## config.mk

```make
export PLATFORM = sky130hd
export DESIGN_NAME = line_command_io_controller
export DESIGN_NICKNAME = d
export VERILOG_FILES = /design/src/lcio_pkg.sv /design/src/lcio_front.sv /design/src/lcio_queue.sv /design/src/lcio_back.sv /design/src/line_command_io_controller.sv
export SDC_FILE = /design/constraint.sdc
export NUM_CORES = 1
export LEC_CHECK = 0
export ABC_AREA = 1
export ABC_CLOCK_PERIOD_IN_PS = 3150
export BUFFER_PORTS_ARGS = -buffer_cell sky130_fd_sc_hd__buf_2
export CORE_ASPECT_RATIO = 1.5
export CORE_MARGIN = 1.5
export CORE_UTILIZATION = 55
export CTS_CLUSTER_SIZE = 24
export DETAILED_ROUTE_END_ITERATION = 10
export GPL_TIMING_DRIVEN = 0
export PLACE_DENSITY = 0.81
export SLEW_MARGIN = 30
export SYNTH_ARGS = -nofsm -noshare
export SYNTH_HDL_FRONTEND = slang
export SYNTH_SLANG_ARGS = --single-unit
export TNS_END_PERCENT = 1
```

## constraint.sdc

```tcl
create_clock -name clock -period 3.15 [get_ports clock]
set_input_delay 0.315 -clock clock [delete_from_list [all_inputs] [get_ports clock]]
set_output_delay 0.315 -clock clock [all_outputs]
set_load 0.1 [all_outputs]
```

## src/lcio_pkg.sv

```systemverilog
// Shared types, constants and reply text tables for the line command I/O controller.
package lcio_pkg;

   localparam int NUM_PINS     = 4;
   localparam int PREFIX_DEPTH = 7;
   localparam int PFX_IDX_W    = 3;
   localparam int ID_LEN       = 17;
   localparam int IDX_W        = 5;
   localparam int QUEUE_DEPTH  = 4;
   localparam int QPTR_W       = 2;

   localparam logic [7:0] CHAR_CR    = 8'h0D;
   localparam logic [7:0] CHAR_LF    = 8'h0A;
   localparam logic [7:0] CHAR_V     = 8'h56;
   localparam logic [7:0] CHAR_E     = 8'h45;
   localparam logic [7:0] CHAR_S     = 8'h53;
   localparam logic [7:0] CHAR_R     = 8'h52;
   localparam logic [7:0] CHAR_ONE   = 8'h31;
   localparam logic [7:0] CHAR_ZERO  = 8'h30;
   localparam logic [7:0] CHAR_QUERY = 8'h3F;
   localparam logic [7:0] CHAR_SPACE = 8'h20;
   localparam logic [7:0] CHAR_STAR  = 8'h2A;

   localparam logic [7:0] THRESHOLD_RESET = 8'd10;

   // Reply kinds carried from front to back
   localparam logic [1:0] KIND_NONE   = 2'd0;
   localparam logic [1:0] KIND_IDENT  = 2'd1;
   localparam logic [1:0] KIND_RELAY  = 2'd2;
   localparam logic [1:0] KIND_STATUS = 2'd3;

   localparam logic [7:0] ID_TEXT [ID_LEN] = '{
      8'h54, 8'h6F, 8'h72, 8'h6D, 8'h61, 8'h63, 8'h68, 8'h20,
      8'h49, 8'h2F, 8'h4F, 8'h20, 8'h49, 8'h44, 8'h3D, 8'h30, 8'h0A
   };

   typedef struct packed {
      logic [1:0]          kind;
      logic [NUM_PINS-1:0] relay;
      logic [NUM_PINS-1:0] stable;
      logic                led;
   } job_type;

   function automatic logic [IDX_W-1:0] reply_len(input logic [1:0] kind);
      logic [IDX_W-1:0] n;
      unique case (kind)
         KIND_IDENT:  n = IDX_W'(ID_LEN);
         KIND_RELAY:  n = IDX_W'(5);
         KIND_STATUS: n = IDX_W'(12);
         default:     n = IDX_W'(1);
      endcase
      return n;
   endfunction

   function automatic logic [7:0] bit_char(input logic b);
      return b ? CHAR_ONE : CHAR_ZERO;
   endfunction

   function automatic logic [7:0] reply_byte(input logic [1:0] kind,
                                             input logic [IDX_W-1:0] idx,
                                             input logic [NUM_PINS-1:0] relay,
                                             input logic [NUM_PINS-1:0] stable);
      logic [7:0] c;
      c = 8'd0;
      unique case (kind)
         KIND_IDENT: begin
            if (idx < IDX_W'(ID_LEN)) c = ID_TEXT[idx];
         end
         KIND_RELAY: begin
            if (idx < IDX_W'(4)) c = bit_char(!stable[idx[1:0]]);
            else                 c = CHAR_LF;
         end
         KIND_STATUS: begin
            case (idx)
               IDX_W'(0):                            c = CHAR_STAR;
               IDX_W'(1), IDX_W'(6):                 c = CHAR_SPACE;
               IDX_W'(2), IDX_W'(3), IDX_W'(4), IDX_W'(5):
                  c = bit_char(relay[2'(idx - IDX_W'(2))]);
               IDX_W'(7), IDX_W'(8), IDX_W'(9), IDX_W'(10):
                  c = bit_char(!stable[2'(idx - IDX_W'(7))]);
               default:                              c = CHAR_LF;
            endcase
         end
         default: c = 8'd0;
      endcase
      return c;
   endfunction

endpackage

```

## src/lcio_front.sv

```systemverilog
// Front end: takes transactions, runs the line store, command decode and debounce.
module lcio_front import lcio_pkg::*; #(
   parameter int LINE_BUFFER_SIZE = 256,
   parameter int CHANNELS         = 4
) (
   input  logic                clock,
   input  logic                reset,
   input  logic                csr_wen,
   input  logic [7:0]          csr_wdata,
   input  logic                in_valid,
   output logic                in_ready,
   input  logic                in_func,
   input  logic [7:0]          in_byte,
   input  logic [NUM_PINS-1:0] in_pins,
   input  logic                q_full,
   output logic                push,
   output job_type             push_job
);

   localparam int LEN_W = $clog2(LINE_BUFFER_SIZE);

   logic [7:0]          thr_ff;
   logic [LEN_W-1:0]    len_ff, len_in;
   logic [7:0]          pfx_ff [PREFIX_DEPTH];
   logic [7:0]          pfx_in [PREFIX_DEPTH];
   logic [NUM_PINS-1:0] relay_ff, relay_in;
   logic [NUM_PINS-1:0] stable_ff, stable_in;
   logic                led_ff, led_in;
   logic [7:0]          cnt_ff [NUM_PINS];
   logic [7:0]          cnt_in [NUM_PINS];
   logic [1:0]          kind;
   logic                take, is_eol, cmd_ve, cmd_sr, cmd_q;
   logic [7:0]          cnt_step;

   assign in_ready = !q_full;
   assign take     = in_valid && in_ready;
   assign is_eol   = (in_byte == CHAR_CR) || (in_byte == CHAR_LF);
   assign cmd_ve   = (pfx_ff[0] == CHAR_V) && (pfx_ff[1] == CHAR_E);
   assign cmd_sr   = (pfx_ff[0] == CHAR_S) && (pfx_ff[1] == CHAR_R) && (pfx_ff[2] == CHAR_SPACE);
   assign cmd_q    = (pfx_ff[0] == CHAR_QUERY);

   // command classification at a line end
   always_comb begin
      kind = KIND_NONE;
      if (len_ff != '0) begin
         if (cmd_ve)      kind = KIND_IDENT;
         else if (cmd_sr) kind = (len_ff >= LEN_W'(PREFIX_DEPTH)) ? KIND_RELAY : KIND_NONE;
         else if (cmd_q)  kind = KIND_STATUS;
      end
   end

   always_comb begin
      len_in    = len_ff;
      pfx_in    = pfx_ff;
      relay_in  = relay_ff;
      stable_in = stable_ff;
      led_in    = led_ff;
      cnt_in    = cnt_ff;
      cnt_step  = 8'd0;
      push_job.kind = KIND_NONE;
      if (take) begin
         if (!in_func) begin
            if (is_eol) begin
               push_job.kind = kind;
               if (kind == KIND_RELAY) begin
                  for (int i = 0; i < NUM_PINS; i++)
                     relay_in[i] = (pfx_ff[3+i] == CHAR_ONE);
               end
               if (kind == KIND_IDENT || kind == KIND_RELAY) led_in = !led_ff;
               for (int i = 0; i < PREFIX_DEPTH; i++) begin
                  if ((LEN_W'(i) < len_ff) ||
                      (kind == KIND_STATUS && LEN_W'(i) == len_ff))
                     pfx_in[i] = 8'd0;
               end
               len_in = '0;
            end else if (len_ff == LEN_W'(LINE_BUFFER_SIZE - 1)) begin
               len_in = '0;   // overflow wrap, store left as is
            end else begin
               if (len_ff < LEN_W'(PREFIX_DEPTH)) pfx_in[len_ff[PFX_IDX_W-1:0]] = in_byte;
               len_in = len_ff + LEN_W'(1);
            end
         end else begin
            for (int i = 0; i < NUM_PINS; i++) begin
               if (i < CHANNELS) begin
                  cnt_step = (cnt_ff[i] == 8'hFF) ? 8'hFF : cnt_ff[i] + 8'd1;
                  if (in_pins[i] == stable_ff[i]) cnt_step = 8'd0;
                  cnt_in[i] = cnt_step;
                  if (cnt_step > thr_ff) stable_in[i] = in_pins[i];
               end
            end
         end
      end
      push_job.relay  = relay_in;
      push_job.stable = stable_in;
      push_job.led    = led_in;
   end

   assign push = take;

   always_ff @(posedge clock) begin
      if (reset) begin
         thr_ff    <= THRESHOLD_RESET;
         len_ff    <= '0;
         relay_ff  <= '0;
         stable_ff <= '0;
         led_ff    <= 1'b0;
         for (int i = 0; i < PREFIX_DEPTH; i++) pfx_ff[i] <= 8'd0;
         for (int i = 0; i < NUM_PINS; i++) cnt_ff[i] <= 8'd0;
      end else begin
         if (csr_wen) thr_ff <= csr_wdata;
         len_ff    <= len_in;
         relay_ff  <= relay_in;
         stable_ff <= stable_in;
         led_ff    <= led_in;
         pfx_ff    <= pfx_in;
         cnt_ff    <= cnt_in;
      end
   end

endmodule

```

## src/lcio_queue.sv

```systemverilog
// Short job queue between the front end and the reply generator.
module lcio_queue import lcio_pkg::*; (
   input  logic    clock,
   input  logic    reset,
   input  logic    push,
   input  job_type push_job,
   output logic    full,
   input  logic    pop,
   output logic    head_valid,
   output job_type head_job
);

   job_type           mem_ff [QUEUE_DEPTH];
   logic [QPTR_W-1:0] wptr_ff, rptr_ff;
   logic [QPTR_W:0]   count_ff, count_in;

   assign full       = (count_ff == (QPTR_W+1)'(QUEUE_DEPTH));
   assign head_valid = (count_ff != '0);
   assign head_job   = mem_ff[rptr_ff];

   always_comb begin
      count_in = count_ff;
      if (push && !pop)      count_in = count_ff + (QPTR_W+1)'(1);
      else if (!push && pop) count_in = count_ff - (QPTR_W+1)'(1);
   end

   always_ff @(posedge clock) begin
      if (push) mem_ff[wptr_ff] <= push_job;
   end

   always_ff @(posedge clock) begin
      if (reset) begin
         wptr_ff  <= '0;
         rptr_ff  <= '0;
         count_ff <= '0;
      end else begin
         if (push) wptr_ff <= wptr_ff + QPTR_W'(1);
         if (pop)  rptr_ff <= rptr_ff + QPTR_W'(1);
         count_ff <= count_in;
      end
   end

endmodule

```

## src/lcio_back.sv

```systemverilog
// Back end: expands each queued job into its result transactions.
module lcio_back import lcio_pkg::*; (
   input  logic                clock,
   input  logic                reset,
   input  logic                head_valid,
   input  job_type             head_job,
   output logic                pop,
   output logic                out_valid,
   input  logic                out_ready,
   output logic                out_has_byte,
   output logic [7:0]          out_byte,
   output logic                out_last,
   output logic [NUM_PINS-1:0] out_relay_drive,
   output logic [NUM_PINS-1:0] out_stable,
   output logic                out_led
);

   logic [IDX_W-1:0]    idx_ff;
   logic                valid_ff;
   logic                has_ff, last_ff, led_ff;
   logic [7:0]          byte_ff;
   logic [NUM_PINS-1:0] drive_ff, stable_ff;
   logic                load, is_last;

   assign load    = head_valid && (!valid_ff || out_ready);
   assign is_last = (idx_ff == reply_len(head_job.kind) - IDX_W'(1));
   assign pop     = load && is_last;

   always_ff @(posedge clock) begin
      if (reset) begin
         valid_ff <= 1'b0;
         idx_ff   <= '0;
      end else begin
         if (load)           valid_ff <= 1'b1;
         else if (out_ready) valid_ff <= 1'b0;
         if (load) idx_ff <= is_last ? '0 : idx_ff + IDX_W'(1);
      end
   end

   always_ff @(posedge clock) begin
      if (load) begin
         has_ff    <= (head_job.kind != KIND_NONE);
         byte_ff   <= reply_byte(head_job.kind, idx_ff, head_job.relay, head_job.stable);
         last_ff   <= is_last;
         drive_ff  <= ~head_job.relay;
         stable_ff <= head_job.stable;
         led_ff    <= head_job.led;
      end
   end

   assign out_valid       = valid_ff;
   assign out_has_byte    = has_ff;
   assign out_byte        = byte_ff;
   assign out_last        = last_ff;
   assign out_relay_drive = drive_ff;
   assign out_stable      = stable_ff;
   assign out_led         = led_ff;

endmodule

```

## src/line_command_io_controller.sv

```systemverilog
// Top level of the line command I/O controller: front end, job queue, reply generator.
//
// Request channel (req_*): one transaction is either a received serial byte
// (req_tuser = 0) or a millisecond tick with raw pin levels (req_tuser = 1).
// Response channel (rsp_*): every request yields one or more transactions.
// A status-only result has rsp_tuser = 0; reply characters have rsp_tuser = 1.
// rsp_tlast marks the final result of a request. All results of a request
// carry the status (relays, debounced inputs, LED) after that request.
// The csr_* port writes the debounce threshold (reset value 10).
// rsp_tvalid for a request's first result rises once its job has been written into the
// job queue and then loaded into the reply generator's output register.
// Throughput: one result per cycle from the reply generator while rsp_tready is high;
// a request yields 1, 5, 12 or 17 results, so requests flow one per cycle when
// they yield a single result and rsp_tready stays high. The front end keeps
// taking requests while the 4-entry job queue has room, so a stalled response
// side only backs up into req_tready once the queue fills.
// Reset (synchronous, active high) clears the line store, relays, LED,
// debounce state and queue, and restores the threshold.
module line_command_io_controller import lcio_pkg::*; #(
   parameter int LINE_BUFFER_SIZE = 256,
   parameter int CHANNELS         = 4
) (
   input  logic        clock,
   input  logic        reset,
   // config
   input  logic        csr_wen,
   input  logic [7:0]  csr_wdata,
   // request
   input  logic        req_tvalid,
   output logic        req_tready,
   input  logic [15:0] req_tdata,   // [7:0] rx_byte, [11:8] raw_pins, [15:12] zero
   input  logic        req_tuser,   // [0] func
   // response
   output logic        rsp_tvalid,
   input  logic        rsp_tready,
   output logic [23:0] rsp_tdata,   // [7:0] tx_byte, [11:8] relay_drive,
                                    // [15:12] stable_levels, [16] led_level, [23:17] zero
   output logic        rsp_tuser,   // [0] has_byte
   output logic        rsp_tlast
);

   job_type             push_job, head_job;
   logic                push, q_full, pop, head_valid;
   logic [7:0]          tx_byte;
   logic [NUM_PINS-1:0] relay_drive, stable_levels;
   logic                led_level;

   lcio_front #(
      .LINE_BUFFER_SIZE(LINE_BUFFER_SIZE),
      .CHANNELS(CHANNELS)
   ) u_front (
      .clock     (clock),
      .reset     (reset),
      .csr_wen   (csr_wen),
      .csr_wdata (csr_wdata),
      .in_valid  (req_tvalid),
      .in_ready  (req_tready),
      .in_func   (req_tuser),
      .in_byte   (req_tdata[7:0]),
      .in_pins   (req_tdata[11:8]),
      .q_full    (q_full),
      .push      (push),
      .push_job  (push_job)
   );

   // decouples decode from reply emission
   lcio_queue u_queue (
      .clock      (clock),
      .reset      (reset),
      .push       (push),
      .push_job   (push_job),
      .full       (q_full),
      .pop        (pop),
      .head_valid (head_valid),
      .head_job   (head_job)
   );

   lcio_back u_back (
      .clock           (clock),
      .reset           (reset),
      .head_valid      (head_valid),
      .head_job        (head_job),
      .pop             (pop),
      .out_valid       (rsp_tvalid),
      .out_ready       (rsp_tready),
      .out_has_byte    (rsp_tuser),
      .out_byte        (tx_byte),
      .out_last        (rsp_tlast),
      .out_relay_drive (relay_drive),
      .out_stable      (stable_levels),
      .out_led         (led_level)
   );

   assign rsp_tdata = {7'd0, led_level, stable_levels, relay_drive, tx_byte};

endmodule

```

==> impl_metrics.py, run 1 <==
metrics = {
    "status": {
        "status": "complete, no violations",
    },
    "sta": {
        "clock.fmax_mhz": 347,
        "setup_repair_after_global_routing_missed_its_margin": "no",
        "slew_headroom": 0.452,
        "tcrit_tclk_final": 0.915,
        "timing.final.max_slew_violations": 0,
        "hold_viol_final": 0,
        "worst_hold_slack_ns": 0.0946,
        "setup-violations-final": 0,
        "timing_worst_slew_pin_value_ns": 0.822,
        "tns_ns": 0,
        "layout_min_cycle_time_ns": 2.88,
        "worst_clk_skew_ns": 0.0123,
    },
    "setup_path": {
        "crit_top_cell": "sky130_fd_sc_hd__inv_1",
        "crit_path_top_delay_cell": "sky130_fd_sc_hd__dfxtp_1",
        "worstPathCellList": "ha_1 -> nand2_1 -> inv_1 -> nand4_1 -> nor2_1 -> inv_1 -> o21ai_0 -> nand2_1 -> inv_1 -> ha_1 -> a21oi_1 -> nor2_1 -> a211oi_1 -> o21ai_0 -> a21o_1 -> nand2_1 -> inv_1",
        "r2r_slack_ns": 0.27,
        "timing.setup.critical_path_class": "reg -> reg",
        "timing.rr.start": "u_front.cnt_ff[8]",
        "crit_path_end_kind": "flip-flop",
        "crit_path_max_incr_delay_ns": 0.38,
        "worstPathRequired_ns": 3.32,
        "r2r_cells": 17,
        "crit_path_start_kind": "flip-flop",
        "rr_endpoint": "u_queue.mem_ff[2][3]",
        "crit_path_max_fanout": 4,
        "worstPathArrival_ns": 3.06,
    },
    "synth": {
        "synth_area_per_cell_um2": 7.74,
        "async_flop_share": 0,
        "synth_warnings": 0,
        "synth_area_um2": 9960,
        "yosys_register_bits": 190,
        "yosysTopAreaCell": "sky130_fd_sc_hd__dfxtp_1",
        "postSynthCellCount": 1286,
        "synth-edff-count": 62,
        "synthFlopType": "sky130_fd_sc_hd__dfxtp_1",
        "synth_seq_area_share": 0.444,
        "synth.distinct_cells": 46,
        "ys_top_cells_by_area": "sky130_fd_sc_hd__dfxtp_1 (26%), sky130_fd_sc_hd__edfxtp_1 (19%), sky130_fd_sc_hd__nand2_1 (11%)",
        "synth.top_cell.area_share": 0.257,
    },
    "routing": {
        "ant_nets": 0,
        "num_vias": 8807,
        "route.final.wire_length_um": 23500,
        "count_of_routing_violations_after_the_opening_detailed_route_iteration": 573,
        "drcViolationCount": 0,
        "final_routed_wire_length_divided_by_cell_count_um": 14.9,
        "viasPerCell": 5.57,
        "first_pass_iters": 5,
    },
    "die": {
        "std_cell_rows": 60,
        "io-pin-count": 58,
        "start_util": 0.557,
        "die_height_um": 168,
        "floorplan.die.width_um": 113,
        "design.die.area_um2": 18900,
        "placeable_core_area_um2": 17900,
    },
    "power": {
        "power.leakage_nw": 4.86,
        "share_comb_of_total_power": 0.371,
        "powerDensity_nw_per_um2": 766,
        "share_seq_of_total_power": 0.367,
        "clkPwrFrac": 0.261,
        "p_int_mw": 4.90,
        "power.ir.vdd_worst_mv": 0.346,
        "power_switching_share": 0.423,
        "p_sw_mw": 3.59,
    },
    "grt": {
        "grt_max_degree": 23,
        "grt_antenna_before_repair": 0,
        "grt_first_pass_wirelength_um": 38500,
        "grt_overflow": 0,
        "groute.usage.overall": 0.254,
        "first_global_vias": 8470,
    },
    "cells_and_area": {
        "area.growth.synth_to_final_pct": 11.4,
        "finish.net_count": 1434,
        "finish.cell_count_without_fillers": 1581,
        "final_cell_area_um2": 11100,
        "share_of_post_route_cells_with_drive_strength_above_1": 0.0990,
        "utilization": 0.621,
        "filler_cell_count": 1571,
        "diodes": 0,
    },
    "clock_network": {
        "clkLatencyLatePin_ns": 0.44,
        "htreeDepth": 4,
        "tritoncts_num_sinks": 190,
        "tritoncts.num_buffers": 17,
        "cts_hold_buffers": 0,
        "clk_pin_slew_ns": 0.07,
        "clock_tree.buffer_depth": 2,
        "ctsRootBufferMaster": "sky130_fd_sc_hd__clkbuf_16",
        "postCtsSetupRepairBufs": 0,
        "tritoncts_clock_tree": "built",
    },
    "min_path": {
        "min-delay-path-class": "in -> reg",
        "hp-start": "csr_wdata[3]",
        "hold-path-cell-count": 3,
        "timing.hold.worst_endpoint": "u_front.thr_ff[3]",
    },
    "flow_run": {
        "drv.max_cap_violation_count": 0,
    },
    "placement": {
        "placed_cells": 1549,
        "finalWeightedCongestion": 0.964,
        "dp_hpwl_um": 17100,
        "detailed_place.area_um2": 10500,
        "io_buffers": 38,
    },
}
[what timing repair did]
item / 4_1_cts / 5_1_grt
setup endpoints to repair: 0 / 5
endpoints found under the hold margin: 0 / 0
resized for setup: 0 / 2
[worst max-delay path by stage]
stage	startpoint	endpoint	depth (start not counted)
final	u_front.cnt_ff[8]	u_queue.mem_ff[2][3]	17
after global routing	u_front.cnt_ff[24]	u_queue.mem_ff[2][1]	17
after CTS	u_front.cnt_ff[8]	u_queue.mem_ff[2][3]	17
after detailed placement	u_front.cnt_ff[8]	u_queue.mem_ff[0][3]	17
after global placement	u_queue.count_ff[0]	u_queue.count_ff[1]	8
after floorplan	u_back.out_valid	u_queue.count_ff[1]	9
[routing by layer]
layer | part of all wire | GRT usage | wire [um]
met5 | 0 | 0 | 0
met4 | 0.047 | 0.136 | 1100
met3 | 0.044 | 0.0385 | 1030
met2 | 0.52 | 0.477 | 12300
met1 | 0.39 | 0.271 | 9130
[cells by family after synthesis]
kind of cell,count (synthesis),synth area share
flops,190,0.444
xor+xnor,21,0.0185
simple gates,538,0.230
buf+inv,209,0.0879
compound gates,274,0.151
other cells,1,0.000377
fa+ha+maj,53,0.0673
[registers in the layout (all words and copies together), names as in the netlist, named ones only]
signal / flops
u_back.out_byte: 7
u_queue.wptr_ff: 2
u_back.out_stable: 4
u_front.led_ff: 1
u_back.out_valid: 1
u_back.idx_ff: 5
u_front.stable_ff: 4
u_front.cnt_ff: 32
u_queue.rptr_ff: 2
u_front.len_ff: 8
u_front.thr_ff: 8
u_back.out_has_byte: 1
u_back.out_relay_drive: 4
u_queue.count_ff: 3
u_queue.mem_ff: 44
u_front.relay_ff: 4
u_back.out_led: 1
u_front.pfx_ff: 56
u_back.out_last: 1
[area by class of cell]
cell class	instances	area [um2]	share of cell area
Multi-Input combinational cell	894	4710	0.424
Sequential cell	190	4420	0.399
Inverter	158	597	0.0538
Clock buffer	19	475	0.0429
Buffer	51	279	0.0251
Tap cell	217	272	0.0245
Timing Repair Buffer	39	205	0.0185
Clock inverter	13	135	0.0122
[layout by cell type (no fill, tap or decap), drive strengths merged, types with 13 or more instances in the layout]
master / instances
nor3: 21
ha: 52
inv: 163
clkbuf: 38
buf: 71
a211oi: 13
nand2: 285
a21oi: 126
nand4: 23
edfxtp: 62
nor2: 145
nand3: 46
o21ai: 103
dfxtp: 128
[cells in the mapped netlist (6+ instances only)]
cell type	count
sky130_fd_sc_hd__ha_1	52
sky130_fd_sc_hd__o211ai_1	7
sky130_fd_sc_hd__a21o_1	6
sky130_fd_sc_hd__inv_1	154
sky130_fd_sc_hd__a211oi_1	13
sky130_fd_sc_hd__nor2_1	143
sky130_fd_sc_hd__buf_2	13
sky130_fd_sc_hd__nand3_1	42
sky130_fd_sc_hd__edfxtp_1	62
sky130_fd_sc_hd__nand2_1	280
sky130_fd_sc_hd__dfxtp_1	128
sky130_fd_sc_hd__nor3_1	19
sky130_fd_sc_hd__clkbuf_1	19
sky130_fd_sc_hd__buf_4	15
sky130_fd_sc_hd__xnor2_1	9
sky130_fd_sc_hd__xor2_1	12
sky130_fd_sc_hd__nand4_1	22
sky130_fd_sc_hd__o21ai_0	97
sky130_fd_sc_hd__a21oi_1	125
[per-stage QoR]
stage | power [mW] | worst slack (ns)
6_report | 8.50 | 0.267
5_1_grt | 8.92 | 0.0118
4_1_cts | 8.50 | 0.302
3_5_place_dp | 6.29 | 0.312
3_3_place_gp | 6.16 | 0.193
2_1_floorplan | 5.64 | 0.244
[worst max-delay path: cells and delay by family, from the launching register on]
kind	cells	cell delay (ns)
AND/OR/NAND/NOR	6	0.72
AO/OA/AOI/OAI	5	0.71
adder cells (fa/ha/maj)	2	0.44
flip-flops	1	0.38
buffers and inverters	4	0.38
[power groups by stage]
stage	Clock [mW]	Sequential (mW)	Combinational (mW)
after global routing	2.33	3.15	3.44
final	2.22	3.12	3.15
after detailed placement	0	3.17	3.12
after global placement	0	3.17	3.00
after CTS	2.24	3.12	3.14
after floorplan	0	4.02	1.62
No activity file was read; power rests on OpenSTA's default activity.
==> inputs of run 2 (changes only) <==
--- a/config.mk
+++ b/config.mk
@@ -9,7 +9,6 @@
 export ABC_CLOCK_PERIOD_IN_PS = 3150
 export BUFFER_PORTS_ARGS = -buffer_cell sky130_fd_sc_hd__buf_2
 export CORE_ASPECT_RATIO = 1.5
-export CORE_MARGIN = 1.5
 export CORE_UTILIZATION = 55
 export CTS_CLUSTER_SIZE = 24
 export DETAILED_ROUTE_END_ITERATION = 10
==> constraint.sdc (replaced) <==
create_clock -name clock -period 3.15 [get_ports clock]
set_input_delay 0.63 -clock clock [delete_from_list [all_inputs] [get_ports clock]]
set_output_delay 0.63 -clock clock [all_outputs]
set_load 0.1 [all_outputs]
==> run 2 against run 1 <==
Against the previous run:
- the run now ends with design-rule violations left
- clock skew grew 0.0028 ns
- non-clock buffer count did not move
- flip-flop and latch count is the same
- clock power is 4% higher
- global-route usage up 1.1 points
- critical path depth unchanged
- final cell count decreased by 0.25%
- count of clock-buffer cells in the layout down 2
- critical endpoint is now u_queue.mem_ff[0][1]
==> impl_metrics.py, run 2 (synthesized netlist as in run 1, its figures left out) <==
metrics = {
    "die": {
        "placeable_core_area_um2": 17600,
        "std_cell_rows": 59,
        "io-pin-count": 58,
        "start_util": 0.567,
        "floorplan.die.width_um": 112,
        "design.die.area_um2": 18700,
        "die_height_um": 167,
    },
    "min_path": {
        "min-delay-path-class": "in -> reg",
    },
    "routing": {
        "count_of_routing_violations_after_the_opening_detailed_route_iteration": 544,
        "num_vias": 8762,
        "route.final.wire_length_um": 23600,
        "final_routed_wire_length_divided_by_cell_count_um": 15.0,
        "first_pass_iters": 8,
        "ant_nets": 0,
        "drcViolationCount": 9,
        "viasPerCell": 5.56,
    },
    "clock_network": {
        "tritoncts.num_buffers": 17,
        "clkLatencyLatePin_ns": 0.45,
        "tritoncts_clock_tree": "built",
        "clk_pin_slew_ns": 0.08,
        "cts_hold_buffers": 0,
        "clock_tree.buffer_depth": 2,
        "ctsRootBufferMaster": "sky130_fd_sc_hd__clkbuf_16",
        "tritoncts_num_sinks": 190,
        "htreeDepth": 4,
    },
    "grt": {
        "grt_antenna_before_repair": 0,
        "first_global_vias": 8570,
        "grt_overflow": 0,
        "grt_max_degree": 23,
        "grt_first_pass_wirelength_um": 39300,
        "groute.usage.overall": 0.266,
    },
    "sta": {
        "tns_ns": 0,
        "slew_headroom": 0.413,
        "timing.final.max_slew_violations": 0,
        "clock.fmax_mhz": 343,
        "tcrit_tclk_final": 0.924,
        "hold_viol_final": 0,
        "timing_worst_slew_pin_value_ns": 0.880,
        "setup-violations-final": 0,
        "worst_clk_skew_ns": 0.0151,
        "layout_min_cycle_time_ns": 2.91,
        "final.setup.worst_slack_ns": 0.239,
        "setup_repair_after_global_routing_missed_its_margin": "no",
    },
    "cells_and_area": {
        "diodes": 0,
        "largest_register_ffs": 56,
        "filler_cell_count": 1495,
        "top_register": "u_front.pfx_ff",
        "largestRegisters": "u_front.pfx_ff: 56 flops, u_queue.mem_ff: 44 flops, u_front.cnt_ff: 32 flops",
        "area.growth.synth_to_final_pct": 11.8,
        "utilization": 0.634,
        "final_common_cell": "sky130_fd_sc_hd__nand2_1",
        "most-common-layout-cells": "sky130_fd_sc_hd__nand2_1 (279), sky130_fd_sc_hd__inv_1 (154), sky130_fd_sc_hd__nor2_1 (138)",
        "finish.net_count": 1434,
        "share_of_post_route_cells_with_drive_strength_above_1": 0.0997,
    },
    "setup_path": {
        "worstPathArrival_ns": 3.10,
        "crit_path_start_kind": "flip-flop",
        "crit_path_end_kind": "flip-flop",
        "worstPathRequired_ns": 3.34,
        "crit_path_max_fanout": 4,
        "timing.setup.critical_path_class": "reg -> reg",
    },
    "status": {
        "violations": "design-rule violations",
        "status": "finished with violations",
    },
    "power": {
        "powerDensity_nw_per_um2": 770,
        "power.ir.vdd_worst_mv": 0.415,
        "power.leakage_nw": 4.87,
    },
    "placement": {
        "preCtsSetupSlack_ns": 0.184,
        "dp_hpwl_um": 17100,
        "finalWeightedCongestion": 0.929,
        "io_buffers": 38,
    },
    "flow_run": {
        "drv.max_cap_violation_count": 0,
    },
}
## run 2: final cells by class
class	instances	area (um2)	area share
inverter	158	597	0.0536
tap	213	267	0.0239
timing repair buffer	39	205	0.0184
clock buffer	17	425	0.0382
clock inverter	15	230	0.0207
buffer	51	279	0.0251
multi-input combinational	894	4710	0.423
sequential	190	4420	0.397
## run 2: where the power goes
group          leakage, nW  total, mW  switching (mW)  internal [mW]
combinational         2.92       3.15            2.40          0.744
sequential            1.64       3.12           0.172           2.95
clock                0.315       2.31            1.13           1.18
## run 2: layer usage
layer  part of all wire  wire length, um  track usage  vias up
li1                   -                -            -     4374
met1               0.38             9060        0.281     4009
met2               0.52            12300        0.496      293
met3              0.048             1130       0.0411       86
met4              0.049             1170        0.147        0
met5                  0                0            0        -
## run 2: through the flow
stage	cell area, um2	hold slack (ns)	total power, mW	cells
after floorplan	9980	0.422	5.64	1293
after global placement	10400	0.433	6.17	1544
after detailed placement	10500	0.453	6.29	1545
after CTS	11100	0.422	8.57	1577
after global routing	11100	0.431	9.02	1577
final	11100	0.422	8.57	1577
## run 2: timing repair
| item | CTS | global route |
|---|---|---|
| resized for setup | 0 | 2 |
| setup buffers | 0 | 0 |
| setup endpoints to repair | 0 | 4 |
## run 2: final timing paths
check	startpoint	cells after the start	end	slack, ns
max	u_front.cnt_ff[24]	17	u_queue.mem_ff[0][1]	0.24
min	csr_wdata[0]	3	u_front.thr_ff[0]	0.42
min reg2reg	u_front.pfx_ff[46]	2	u_front.pfx_ff[46]	0.46
max reg2reg	u_front.cnt_ff[24]	17	u_queue.mem_ff[0][1]	0.24
## run 2: critical path: stages (launching register included)
cell and delay, ns:
sky130_fd_sc_hd__dfxtp_1 0.37, sky130_fd_sc_hd__ha_1 0.21, sky130_fd_sc_hd__nand2_1 0.07, sky130_fd_sc_hd__inv_1 0.08, sky130_fd_sc_hd__nand4_1 0.14, sky130_fd_sc_hd__nor2_1 0.19
sky130_fd_sc_hd__inv_1 0.12, sky130_fd_sc_hd__o21ai_0 0.09, sky130_fd_sc_hd__nand2_1 0.11, sky130_fd_sc_hd__inv_1 0.08, sky130_fd_sc_hd__ha_1 0.24, sky130_fd_sc_hd__a21oi_1 0.13
sky130_fd_sc_hd__nor2_1 0.05, sky130_fd_sc_hd__a211oi_1 0.20, sky130_fd_sc_hd__o21ai_0 0.17, sky130_fd_sc_hd__a21o_1 0.18, sky130_fd_sc_hd__nand2_1 0.13, sky130_fd_sc_hd__inv_1 0.10
